### config.mk
export PLATFORM = sky130hd
export DESIGN_NAME = connection_table_with_timeout_core
export DESIGN_NICKNAME = d
export VERILOG_FILES = /design/src/ctt_pkg.sv /design/src/connection_table_with_timeout_core.sv /design/src/ctt_table.sv /design/src/ctt_alu.sv
export SDC_FILE = /design/constraint.sdc
export NUM_CORES = 2
export LEC_CHECK = 0
export ABC_AREA = 0
export BUFFER_PORTS_ARGS = -buffer_cell sky130_fd_sc_hd__buf_4
export CORE_UTILIZATION = 40
export CTS_CLUSTER_DIAMETER = 40
export DETAILED_ROUTE_END_ITERATION = 10
export SYNTH_ARGS = -nofsm -noshare
export SYNTH_HDL_FRONTEND = slang
export SYNTH_SLANG_ARGS = --single-unit
### constraint.sdc
create_clock -name clock -period 12.56 [get_ports clock]
set_input_delay 0.628 -clock clock [delete_from_list [all_inputs] [get_ports clock]]
set_output_delay 0.628 -clock clock [all_outputs]
set_load 0.05 [all_outputs]
### src/ctt_pkg.sv
// Package for the connection table block: payload structs, operation and
// result codes, register indexes and the compare unit interface types.
// No dependencies; imported by every module of the block.
`default_nettype none

package ctt_pkg;

   // Operation codes of the request channel.
   localparam logic [1:0] OP_CONNECT    = 2'd0;
   localparam logic [1:0] OP_DISCONNECT = 2'd1;
   localparam logic [1:0] OP_ADVANCE    = 2'd2;

   // Result kinds of the response channel.
   localparam logic [2:0] KIND_CONNECTED = 3'd0;
   localparam logic [2:0] KIND_FULL      = 3'd1;
   localparam logic [2:0] KIND_REMOVED   = 3'd2;
   localparam logic [2:0] KIND_NOT_FOUND = 3'd3;
   localparam logic [2:0] KIND_EXPIRED   = 3'd4;
   localparam logic [2:0] KIND_NONE      = 3'd5;

   // Configuration register indexes.
   typedef logic [0:0] csr_idx_type;
   localparam csr_idx_type CSR_CAPACITY = 1'b0;
   localparam csr_idx_type CSR_TIMEOUT  = 1'b1;

   localparam logic [4:0] CAPACITY_RESET = 5'd16;

   typedef struct packed {
      logic [1:0]  op;
      logic [31:0] device_id;
      logic [31:0] tick_count;
   } req_type;

   typedef struct packed {
      logic [2:0]  result_kind;
      logic [31:0] affected_id;
      logic [4:0]  entry_count;
      logic        last;
   } rsp_type;

   // One table entry as stored in the memory.
   typedef struct packed {
      logic [31:0] id;
      logic [31:0] stamp;
   } entry_type;

   // Operands of the shared compare unit.
   typedef struct packed {
      logic [31:0] opa;
      logic [31:0] opb;
      logic [31:0] opc;
   } alu_in_type;

   // Flags from the shared compare unit.
   typedef struct packed {
      logic eq;
      logic ge;
   } alu_out_type;

endpackage

`default_nettype wire

### src/connection_table_with_timeout_core.sv
// Connection table with timeout. Connect: write the entry or report full, then emit.
// Disconnect: search by id; a hit at the last index is removed, else the last entry
// first moves into its slot. Advance: a read and check per scanned entry plus a search
// and move per expiry, all through one memory read port and one shared compare unit.
// One item at a time; the next request is taken when the sequencer is idle.
// Reset (synchronous) empties the table, zeroes time and loads register resets.
`default_nettype none

module connection_table_with_timeout_core
   import ctt_pkg::*;
#(
   parameter int TABLE_DEPTH = 16
) (
   input  logic        clock,
   input  logic        reset,
   input  logic        req_valid,
   output logic        req_ready,
   input  req_type     req_data,
   output logic        rsp_valid,
   input  logic        rsp_ready,
   output rsp_type     rsp_data,
   input  logic        csr_valid,
   output logic        csr_ready,
   input  csr_idx_type csr_index,
   input  logic [31:0] csr_wdata
);

   localparam int IDX_W = (TABLE_DEPTH > 1) ? $clog2(TABLE_DEPTH) : 1;
   localparam int CNT_W = $clog2(TABLE_DEPTH + 1);

   // Sequencer states.
   localparam logic [3:0] S_IDLE     = 4'd0;
   localparam logic [3:0] S_CONN     = 4'd1;
   localparam logic [3:0] S_SRCH     = 4'd2;
   localparam logic [3:0] S_MV_RD    = 4'd3;
   localparam logic [3:0] S_MV_WR    = 4'd4;
   localparam logic [3:0] S_RMV      = 4'd5;
   localparam logic [3:0] S_SCAN_RD  = 4'd6;
   localparam logic [3:0] S_SCAN_CHK = 4'd7;
   localparam logic [3:0] S_SCAN_END = 4'd8;
   localparam logic [3:0] S_EMIT     = 4'd9;

   logic [3:0]       state_ff, state_in;
   logic [3:0]       ret_ff, ret_in;
   logic [1:0]       mode_ff, mode_in;
   logic [31:0]      key_ff, key_in;
   logic [CNT_W-1:0] live_ff, live_in;
   logic [31:0]      now_ff, now_in;
   logic [4:0]       cap_ff, cap_in;
   logic [31:0]      timeout_ff, timeout_in;
   logic [CNT_W-1:0] scan_ff, scan_in;
   logic             pend_ff, pend_in;
   logic [IDX_W-1:0] pend_idx_ff, pend_idx_in;
   logic [IDX_W-1:0] j_ff, j_in;
   logic [IDX_W-1:0] ix_ff, ix_in;
   logic             hold_valid_ff, hold_valid_in;
   logic [2:0]       hold_kind_ff, hold_kind_in;
   logic [31:0]      hold_id_ff, hold_id_in;
   logic [CNT_W-1:0] hold_cnt_ff, hold_cnt_in;
   logic             emit_last_ff, emit_last_in;
   logic             rsp_valid_ff, rsp_valid_in;
   rsp_type          rsp_data_ff, rsp_data_in;

   logic             mem_wr_en;
   logic [IDX_W-1:0] mem_wr_addr;
   entry_type        mem_wr_data;
   logic [IDX_W-1:0] mem_rd_addr;
   entry_type        mem_rd_data;
   alu_in_type       alu_in;
   alu_out_type      alu_out;

   logic [CNT_W-1:0] live_m1;
   logic             issue;
   logic             full;

   ctt_table #(
      .DEPTH (TABLE_DEPTH),
      .IDX_W (IDX_W)
   ) u_table (
      .clock   (clock),
      .wr_en   (mem_wr_en),
      .wr_addr (mem_wr_addr),
      .wr_data (mem_wr_data),
      .rd_addr (mem_rd_addr),
      .rd_data (mem_rd_data)
   );

   ctt_alu u_alu (
      .alu_in  (alu_in),
      .alu_out (alu_out)
   );

   // Helpers shared by several states.
   always_comb begin
      live_m1 = live_ff - CNT_W'(1);
      issue   = (scan_ff < live_ff);
      full    = (32'(live_ff) >= 32'(cap_ff)) || (32'(live_ff) >= TABLE_DEPTH);
   end

   // Compare unit operands: age check in the scan, id match otherwise.
   always_comb begin
      if (state_ff == S_SCAN_CHK) begin
         alu_in.opa = now_ff;
         alu_in.opc = timeout_ff;
      end else begin
         alu_in.opa = mem_rd_data.id;
         alu_in.opc = key_ff;
      end
      alu_in.opb = mem_rd_data.stamp;
   end

   // Read address selection.
   always_comb begin
      unique case (state_ff)
         S_MV_RD:   mem_rd_addr = live_m1[IDX_W-1:0];
         S_SCAN_RD: mem_rd_addr = ix_ff;
         default:   mem_rd_addr = scan_ff[IDX_W-1:0];
      endcase
   end

   // Configuration registers.
   assign csr_ready = 1'b1;

   always_comb begin
      cap_in     = cap_ff;
      timeout_in = timeout_ff;
      if (csr_valid) begin
         unique case (csr_index)
            CSR_CAPACITY: cap_in     = csr_wdata[4:0];
            CSR_TIMEOUT:  timeout_in = csr_wdata;
            default:      cap_in     = cap_ff;
         endcase
      end
   end

   assign req_ready = (state_ff == S_IDLE);

   // Sequencer.
   always_comb begin
      state_in      = state_ff;
      ret_in        = ret_ff;
      mode_in       = mode_ff;
      key_in        = key_ff;
      live_in       = live_ff;
      now_in        = now_ff;
      scan_in       = scan_ff;
      pend_in       = pend_ff;
      pend_idx_in   = pend_idx_ff;
      j_in          = j_ff;
      ix_in         = ix_ff;
      hold_valid_in = hold_valid_ff;
      hold_kind_in  = hold_kind_ff;
      hold_id_in    = hold_id_ff;
      hold_cnt_in   = hold_cnt_ff;
      emit_last_in  = emit_last_ff;
      rsp_valid_in  = rsp_valid_ff && !rsp_ready;
      rsp_data_in   = rsp_data_ff;
      mem_wr_en     = 1'b0;
      mem_wr_addr   = j_ff;
      mem_wr_data   = mem_rd_data;

      unique case (state_ff)
         S_IDLE: begin
            if (req_valid) begin
               mode_in       = req_data.op;
               key_in        = req_data.device_id;
               hold_valid_in = 1'b0;
               scan_in       = '0;
               pend_in       = 1'b0;
               unique case (req_data.op)
                  OP_CONNECT:    state_in = S_CONN;
                  OP_DISCONNECT: state_in = S_SRCH;
                  OP_ADVANCE: begin
                     now_in = now_ff + req_data.tick_count;
                     ix_in  = live_m1[IDX_W-1:0];
                     if (live_ff == '0) begin
                        state_in = S_SCAN_END;
                     end else begin
                        state_in = S_SCAN_RD;
                     end
                  end
                  default:       state_in = S_IDLE;
               endcase
            end
         end

         S_CONN: begin
            hold_id_in   = key_ff;
            emit_last_in = 1'b1;
            ret_in       = S_IDLE;
            state_in     = S_EMIT;
            if (full) begin
               hold_kind_in = KIND_FULL;
               hold_cnt_in  = live_ff;
            end else begin
               mem_wr_en         = 1'b1;
               mem_wr_addr       = live_ff[IDX_W-1:0];
               mem_wr_data.id    = key_ff;
               mem_wr_data.stamp = now_ff;
               live_in           = live_ff + CNT_W'(1);
               hold_kind_in      = KIND_CONNECTED;
               hold_cnt_in       = live_ff + CNT_W'(1);
            end
         end

         // One read issued per cycle; the entry read in the previous cycle is checked.
         S_SRCH: begin
            pend_in     = issue;
            pend_idx_in = scan_ff[IDX_W-1:0];
            scan_in     = issue ? scan_ff + CNT_W'(1) : scan_ff;
            if (pend_ff && alu_out.eq) begin
               j_in    = pend_idx_ff;
               pend_in = 1'b0;
               if (pend_idx_ff == live_m1[IDX_W-1:0]) begin
                  state_in = S_RMV;
               end else begin
                  state_in = S_MV_RD;
               end
            end else if (!pend_ff && !issue) begin
               if (mode_ff == OP_DISCONNECT) begin
                  hold_kind_in = KIND_NOT_FOUND;
                  hold_id_in   = key_ff;
                  hold_cnt_in  = live_ff;
                  emit_last_in = 1'b1;
                  ret_in       = S_IDLE;
                  state_in     = S_EMIT;
               end else if (ix_ff == '0) begin
                  state_in = S_SCAN_END;
               end else begin
                  ix_in    = ix_ff - IDX_W'(1);
                  state_in = S_SCAN_RD;
               end
            end
         end

         S_MV_RD: begin
            state_in = S_MV_WR;
         end

         // The last entry moves into the freed slot.
         S_MV_WR: begin
            mem_wr_en   = 1'b1;
            mem_wr_addr = j_ff;
            mem_wr_data = mem_rd_data;
            state_in    = S_RMV;
         end

         S_RMV: begin
            live_in     = live_m1;
            hold_id_in  = key_ff;
            hold_cnt_in = live_m1;
            if (mode_ff == OP_DISCONNECT) begin
               hold_kind_in = KIND_REMOVED;
               emit_last_in = 1'b1;
               ret_in       = S_IDLE;
               state_in     = S_EMIT;
            end else begin
               hold_kind_in  = KIND_EXPIRED;
               hold_valid_in = 1'b1;
               if (ix_ff == '0) begin
                  state_in = S_SCAN_END;
               end else begin
                  ix_in    = ix_ff - IDX_W'(1);
                  state_in = S_SCAN_RD;
               end
            end
         end

         S_SCAN_RD: begin
            state_in = S_SCAN_CHK;
         end

         // An expired entry is removed by id; a held expiry goes out first.
         S_SCAN_CHK: begin
            if (alu_out.ge) begin
               key_in  = mem_rd_data.id;
               scan_in = '0;
               pend_in = 1'b0;
               if (hold_valid_ff) begin
                  emit_last_in = 1'b0;
                  ret_in       = S_SRCH;
                  state_in     = S_EMIT;
               end else begin
                  state_in = S_SRCH;
               end
            end else if (ix_ff == '0) begin
               state_in = S_SCAN_END;
            end else begin
               ix_in    = ix_ff - IDX_W'(1);
               state_in = S_SCAN_RD;
            end
         end

         S_SCAN_END: begin
            if (!hold_valid_ff) begin
               hold_kind_in = KIND_NONE;
               hold_id_in   = '0;
               hold_cnt_in  = live_ff;
            end
            emit_last_in = 1'b1;
            ret_in       = S_IDLE;
            state_in     = S_EMIT;
         end

         // Load the output register once it is free.
         S_EMIT: begin
            if (!rsp_valid_ff || rsp_ready) begin
               rsp_valid_in            = 1'b1;
               rsp_data_in.result_kind = hold_kind_ff;
               rsp_data_in.affected_id = hold_id_ff;
               rsp_data_in.entry_count = 5'(hold_cnt_ff);
               rsp_data_in.last        = emit_last_ff;
               hold_valid_in           = 1'b0;
               state_in                = ret_ff;
            end
         end

         default: state_in = S_IDLE;
      endcase
   end

   // Control registers.
   always_ff @(posedge clock) begin
      if (reset) begin
         state_ff      <= S_IDLE;
         live_ff       <= '0;
         now_ff        <= '0;
         cap_ff        <= CAPACITY_RESET;
         timeout_ff    <= '0;
         pend_ff       <= 1'b0;
         hold_valid_ff <= 1'b0;
         rsp_valid_ff  <= 1'b0;
      end else begin
         state_ff      <= state_in;
         live_ff       <= live_in;
         now_ff        <= now_in;
         cap_ff        <= cap_in;
         timeout_ff    <= timeout_in;
         pend_ff       <= pend_in;
         hold_valid_ff <= hold_valid_in;
         rsp_valid_ff  <= rsp_valid_in;
      end
   end

   // Payload and working registers.
   always_ff @(posedge clock) begin
      ret_ff       <= ret_in;
      mode_ff      <= mode_in;
      key_ff       <= key_in;
      scan_ff      <= scan_in;
      pend_idx_ff  <= pend_idx_in;
      j_ff         <= j_in;
      ix_ff        <= ix_in;
      hold_kind_ff <= hold_kind_in;
      hold_id_ff   <= hold_id_in;
      hold_cnt_ff  <= hold_cnt_in;
      emit_last_ff <= emit_last_in;
      rsp_data_ff  <= rsp_data_in;
   end

   assign rsp_valid = rsp_valid_ff;
   assign rsp_data  = rsp_data_ff;

`ifndef NO_ASSERTIONS
   // The table never holds more entries than it has slots.
   a_live_bound: assert property (@(posedge clock) disable iff (reset)
      32'(live_ff) <= TABLE_DEPTH)
      else $error("live count exceeds table depth");

   // A removal only happens on a non-empty table and takes exactly one entry.
   a_rmv_nonempty: assert property (@(posedge clock) disable iff (reset)
      (state_ff == S_RMV) |-> (live_ff != '0))
      else $error("removal on empty table");

   a_rmv_count: assert property (@(posedge clock) disable iff (reset)
      (state_ff == S_RMV) |=> (live_ff == $past(live_ff) - CNT_W'(1)))
      else $error("removal did not drop the count by one");

   // The search pointer never runs past the live entries.
   a_scan_bound: assert property (@(posedge clock) disable iff (reset)
      (state_ff == S_SRCH) |-> (scan_ff <= live_ff))
      else $error("search pointer beyond live entries");

   // A successful connect always reports a non-empty table.
   a_conn_count: assert property (@(posedge clock) disable iff (reset)
      (rsp_valid_ff && (rsp_data_ff.result_kind == KIND_CONNECTED))
      |-> (rsp_data_ff.entry_count != 5'd0))
      else $error("connect result with zero entries");
`endif

endmodule

`default_nettype wire

### src/ctt_table.sv
// Entry memory of the connection table: one write port and one read port
// with registered read data. Depends on ctt_pkg for the entry type.
`default_nettype none

module ctt_table
   import ctt_pkg::*;
#(
   parameter int DEPTH = 16,
   parameter int IDX_W = 4
) (
   input  logic             clock,
   input  logic             wr_en,
   input  logic [IDX_W-1:0] wr_addr,
   input  entry_type        wr_data,
   input  logic [IDX_W-1:0] rd_addr,
   output entry_type        rd_data
);

   entry_type mem [DEPTH];
   entry_type rd_data_ff;

   // Write port.
   always_ff @(posedge clock) begin
      if (wr_en) begin
         mem[wr_addr] <= wr_data;
      end
   end

   // Registered read port, read every cycle.
   always_ff @(posedge clock) begin
      rd_data_ff <= mem[rd_addr];
   end

   assign rd_data = rd_data_ff;

endmodule

`default_nettype wire

### src/ctt_alu.sv
// Shared compare unit: id equality for searches and wrapped age against
// the timeout for the expiry scan. Depends on ctt_pkg for its structs.
`default_nettype none

module ctt_alu
   import ctt_pkg::*;
(
   input  alu_in_type  alu_in,
   output alu_out_type alu_out
);

   logic [31:0] age;

   // Age with unsigned wrap, then one compare against the threshold.
   always_comb begin
      age        = alu_in.opa - alu_in.opb;
      alu_out.ge = (age >= alu_in.opc);
      alu_out.eq = (alu_in.opa == alu_in.opc);
   end

endmodule

`default_nettype wire

### Word level (Yosys, flattened, before mapping)

Memories as Yosys holds them, arrays and structs flattened. A register that Yosys moved wholly into a read port is not among the register bits.
Cells that the tools add are included.

* add/subtract/negate cells: 6
* $lt $le $gt $ge: 4
* equality and inequality tests: 27
* multiplexer cells: 78
* bitwise logic cells: 1
* reductions and logical operators: 38

Operators with widths (number)
* 2-to-1 mux 32 bit: 8
* 2-to-1 mux 64 bit: 2
* case mux 32 bit (3 select lines): 1
* 2-to-1 mux 4 bit: 23
* case mux 32 bit (2 select lines): 1
* 2-to-1 mux 5 bit: 8
* case mux 4 bit (9 select lines): 1
* adder 32 bit: 1
* == test 32 bit: 1
* >= comparator 32 bit: 1
* case mux 4 bit (4 select lines): 2
* subtractor 32 bit: 1
* inequality test 2 bit (second input constant): 11
* case mux 5 bit (4 select lines): 1
* 2-to-1 mux 3 bit: 6
* == test 4 x 3 -> 1 bit (second input constant): 4
* 2-to-1 mux 1 bit: 16
* case mux 5 bit (3 select lines): 1
* AND reduction 5 bit: 3
* case mux 3 bit (4 select lines): 1
* case mux 4 bit (3 select lines): 1
* AND reduction 3 bit: 4
* nonzero test 4 bit: 3
* adder 5 x 1 -> 5 bit (second input constant): 2
* other kinds (31): 51

* register bits: 218
* memory bits (writable): 1024
* output and inout bits: 44
* word-level logic and storage cells: 178
* memories: 1

Memory list
* u_table.mem: depth 16, width 64, rd ports 1, clocked after Yosys merged registers in 1, wr ports 1, line ctt_table.sv:19 `entry_type mem [DEPTH];`

### Logic depth before layout (Yosys ltp)

* depth after elaboration: 6
* mapped depth: 29

### Cells and area by module

Synthesis repeated with hierarchy kept, for this count alone.

* cells, all modules: 3461
* area total of the unflattened synthesis: 54940.2 um2

Modules (own cells, without submodules)
* ctt_table: instances 1, cells an instance 1647, area an instance 39581.7 um2, sequential area each 32030.7 um2
* connection_table_with_timeout_core: instances 1, cells an instance 1367, area an instance 12186.7 um2, sequential area each 5645.4 um2
* ctt_alu: instances 1, cells an instance 447, area an instance 3171.8 um2, sequential area each 0.0 um2

### Least setup slack after synthesis

OpenSTA, ideal clock, no wires.

* path type: register -> register
* from: register state_ff[3]
* to: register ix_ff[0] (enable)
* setup time: 0.390 ns
* arrival: 5.867 ns
* path slack: 6.303 ns
* cell stages (with the launch flop): 26
* path buffers: 3
* cells stage by stage: dfxtp_1 -> nand4b_4 -> buf_1 -> clkbuf_1 -> mux2i_1 -> ha_1 -> fa_1 -> nor2b_1 -> o31ai_1 -> a21oi_1 -> o31a_1 -> o211a_1 -> o2111ai_1 -> nand3b_1 -> a21oi_1 -> xnor2_1 -> ha_1 -> a21o_1 -> a21o_1 -> a21o_1 -> a21o_1 -> nand2_1 -> a32oi_1 -> or2_2 -> clkbuf_1 -> a2111oi_0

* longest elaborated chain between the ends: 6

RTL lines
* start, declared: line connection_table_with_timeout_core.sv:43 `logic [3:0] state_ff, state_in;`
* start signal, assigned: line connection_table_with_timeout_core.sv:334 `state_ff <= state_in;`
* == test 4 x 3 -> 1 bit: line connection_table_with_timeout_core.sv:102, connection_table_with_timeout_core.sv:162
* 2-to-1 mux 32 bit: line connection_table_with_timeout_core.sv:102 `if (state_ff == S_SCAN_CHK) begin`
* subtractor 32 bit / == test 32 bit (equally long branches): line ctt_alu.sv:16, ctt_alu.sv:18
* >= comparator 32 bit / logical AND 1 bit (equally long branches): line ctt_alu.sv:17, connection_table_with_timeout_core.sv:211
* inequality test 2 bit (no source line)
* AND reduction 6 bit (no source line) (*)
* end signal, assigned: line connection_table_with_timeout_core.sv:353 `ix_ff <= ix_in;`
* end, declared: line connection_table_with_timeout_core.sv:55 `logic [IDX_W-1:0] ix_ff, ix_in;`

Mark *: on every way between the ends. The rest lies on a longest branch, timed or not.
A chain may end at the register's enable or synchronous reset.

### Worst setup path in the final report

* from: register state_ff[3]
* to: register ix_ff[2] (enable)

The elaborated chain is that of the path after synthesis.

==> reports/results.tsv <==
metric	value	unit
clock latency on the worst-skew pair	0.79	ns
CTS Hold Buffers Added	0	
Final Util	46.28	%
type of the worst min-delay path	input port to flop	
RSZ-0062 raised after global routing	false	
minimum clock period	8.051	ns
total die area	143000	um2
Max Fanout on Critical Path	62	
Final setup viols	0	
Post-Layout Cell Count	6623	
Slew Viols, Final	0	
Post-Syn Area per Cell	12.54	um2
sequential area share after synthesis	66.59	%
H-Tree Depth	4	
Yosys top cell by area	edfxtp_1	
initial antenna violation count	15	
routability cong.	0.9274	
max_cap viols	0	
total wire length	164.3	mm
largest family of logic cells by synthesized area	compound AO/OA/AOI/OAI gates	
Top FF cell, synth	edfxtp_1	
Starting Density	40.45	%
Die Height	378.1	um
crit share post-route	64.10	%
total number of vias	37270	
crit end category	flop	
Syn-to-layout area delta	14.41	%
Core ar.	139900	um2
Compound-Gate Fraction of Synth Area	13.18	%
CTS tree	yes	
chip width	378.1	um
# Post-CTS Setup Buffers	0	
slew at the pin closest to its max-slew limit	1.313	ns
Remaining Overflow, GRT	0	
flops & latches, synth	1303	
NumNets Final	4828	
largest net degree at the start of global routing	208	
P_leak	22.43	nW
status	completed	
DR iter-0 viols	3683	
WL per Instance	24.80	um
ys async rst share	0	%
fillcell total	12470	
I/O pins	148	
post-synthesis cell count	4513	
clock sinks	1303	
adder-cell share of the synthesized area	2.437	%
Synth Area in Simple Gates	11.60	%
HPWL after DPL	96.78	mm
count leader, synth	edfxtp_1	
Layout Skew	0.03357	ns
via/cell ratio	5.627	
Num CTS Buffers	151	
synth unique cells	84	
Tot Pwr	17.15	mW
fmax	124.2	MHz
Crit path top cell by count	a21o_1	
post-CTS sizing	0	
Critical Path Max Stage Delay	0.90	ns
Total GRT Usage	22.72	%
CTS root buf	clkbuf_16	
Worst Path Arrival	8.45	ns
Req. time, crit path	12.96	ns
PwrDens	264.9	nW/um2
setup TNS	0	ns
clock-pin slew on the worst setup and hold paths	0.05	ns
Clock Path Buffers	3	
Post-synth EDFFs	1158	
most common library cells after synthesis	1158 x edfxtp_1, 859 x nand2_1, 330 x a211oi_1	
site row count	137	
Final Hold Vio Count	0	
drt drc	0	
hold_ws	0.08945	ns
worst r2r path cells	25	
worst hold path depth	1	
xor/xnor share of the synthesized area	1.548	%
post-synthesis cell area	56580	um2
Slew HR	11.86	%
PortBufs	146	
DRT Pass-1 Iters	5	
first-pass GRT wire length	238.6	mm
crit path kind	flop to flop	
multiplexer share of the synthesized area	1.723	%
Yosys top cell area share	61.46	%
critical path launch point type	flop	
vias in the first global route	35160	
dominant cells by area after synthesis	edfxtp_1 61%, nand2_1 5.7%, dfxtp_1 5.1%	
CP max-delay cell	a2111oi_1	
yosys warns	0	
post-route ant nets	0	
synthesized net count	4726	
layout cells sized above 1	12.04	%
peak supply drop	0.2547	mV
Placed Cells	6338	
final cells by class:
cell class              count  area [um2]  share of cell area, %
well taps                1876        2347                  3.626
flip-flops and latches   1303       37680                  58.21
repair buffers            235        1802                  2.783
diodes                      6       15.01                0.02320
multi-input cells        2831       17440                  26.95
clock inverters            88       983.4                  1.519
clock buffers             191        4115                  6.358
inverters                  93       349.1                 0.5393
worst max-delay path, delay by kind of cell (launching register included):
family	cells	cell delay, ns
AOI/OAI and AO/OA	12	3.48
DFF	1	0.70
and+or+nand+nor	7	1.24
buffers and inverters	3	1.63
adders and majority gates	2	0.52
xor gates and xnor gates	1	0.10
power breakdown:
group	internal, mW	switching, mW
logic	1.99	4.22
clock network	2.66	1.79
registers	6.01	0.476
sequential cells by signal (all words and copies together) (netlist names), 32 cells and up:
signal and flops:
u_table.mem 1024, u_table.rd_data 64, hold_id_ff 32, rsp_data 41, timeout_ff 32, now_ff 32, key_ff 32
layer usage:
metal / vias to the layer above / track usage (%) / wire length [um]
li1: 17110 / - / -
met1: 18450 / 31.19 / 70580
met2: 1413 / 35.49 / 75870
met3: 305 / 3.493 / 10800
met4: 0 / 10.33 / 7028
met5: - / 0 / 0
through the flow:
| step | worst slack (ns) | instance area, um2 |
|---|---|---|
| after CTS | 4.330 | 64710 |
| after global placement | 4.602 | 59610 |
| after global routing | 3.950 | 64720 |
| after detailed placement | 4.329 | 59610 |
| final | 4.509 | 64730 |
| after floorplan | 6.303 | 56580 |
final timing paths:
path / endpoint / slack (ns) / startpoint
worst min-delay path: mode_ff[1] / 0.09 / req_data[65]
worst max register to register: ix_ff[2] / 4.51 / state_ff[3]
worst min register to register: rsp_data[32] / 0.41 / hold_id_ff[26]
worst max-delay path: ix_ff[2] / 4.51 / state_ff[3]
layout by cell type (no fill, tap or decap), types with 40 or more instances in the layout:
master and instances:
edfxtp_1 1158, nand2_1 859, a211oi_1 330, a21oi_1 261, buf_4 232, clkbuf_16 156
dfxtp_1 145, and2_1 143, a31oi_1 140, a311oi_1 130, and2_0 125, ha_1 107
nor2_1 102, inv_1 91, o21ai_0 72, xnor2_1 55, mux2_2 51, xor2_1 45
mux2i_1 40
cells by family (layout without fill, tap and decap cells):
group / after synthesis / count (layout)
flops: 1303 / 1303
compound gates: 1091 / 1091
other cells: 1 / 7
simple gates: 1439 / 1439
xor+xnor: 100 / 100
buf+inv: 379 / 607
fa+ha+maj: 109 / 109
mux: 91 / 91
Power figures use the tool's default switching activity.
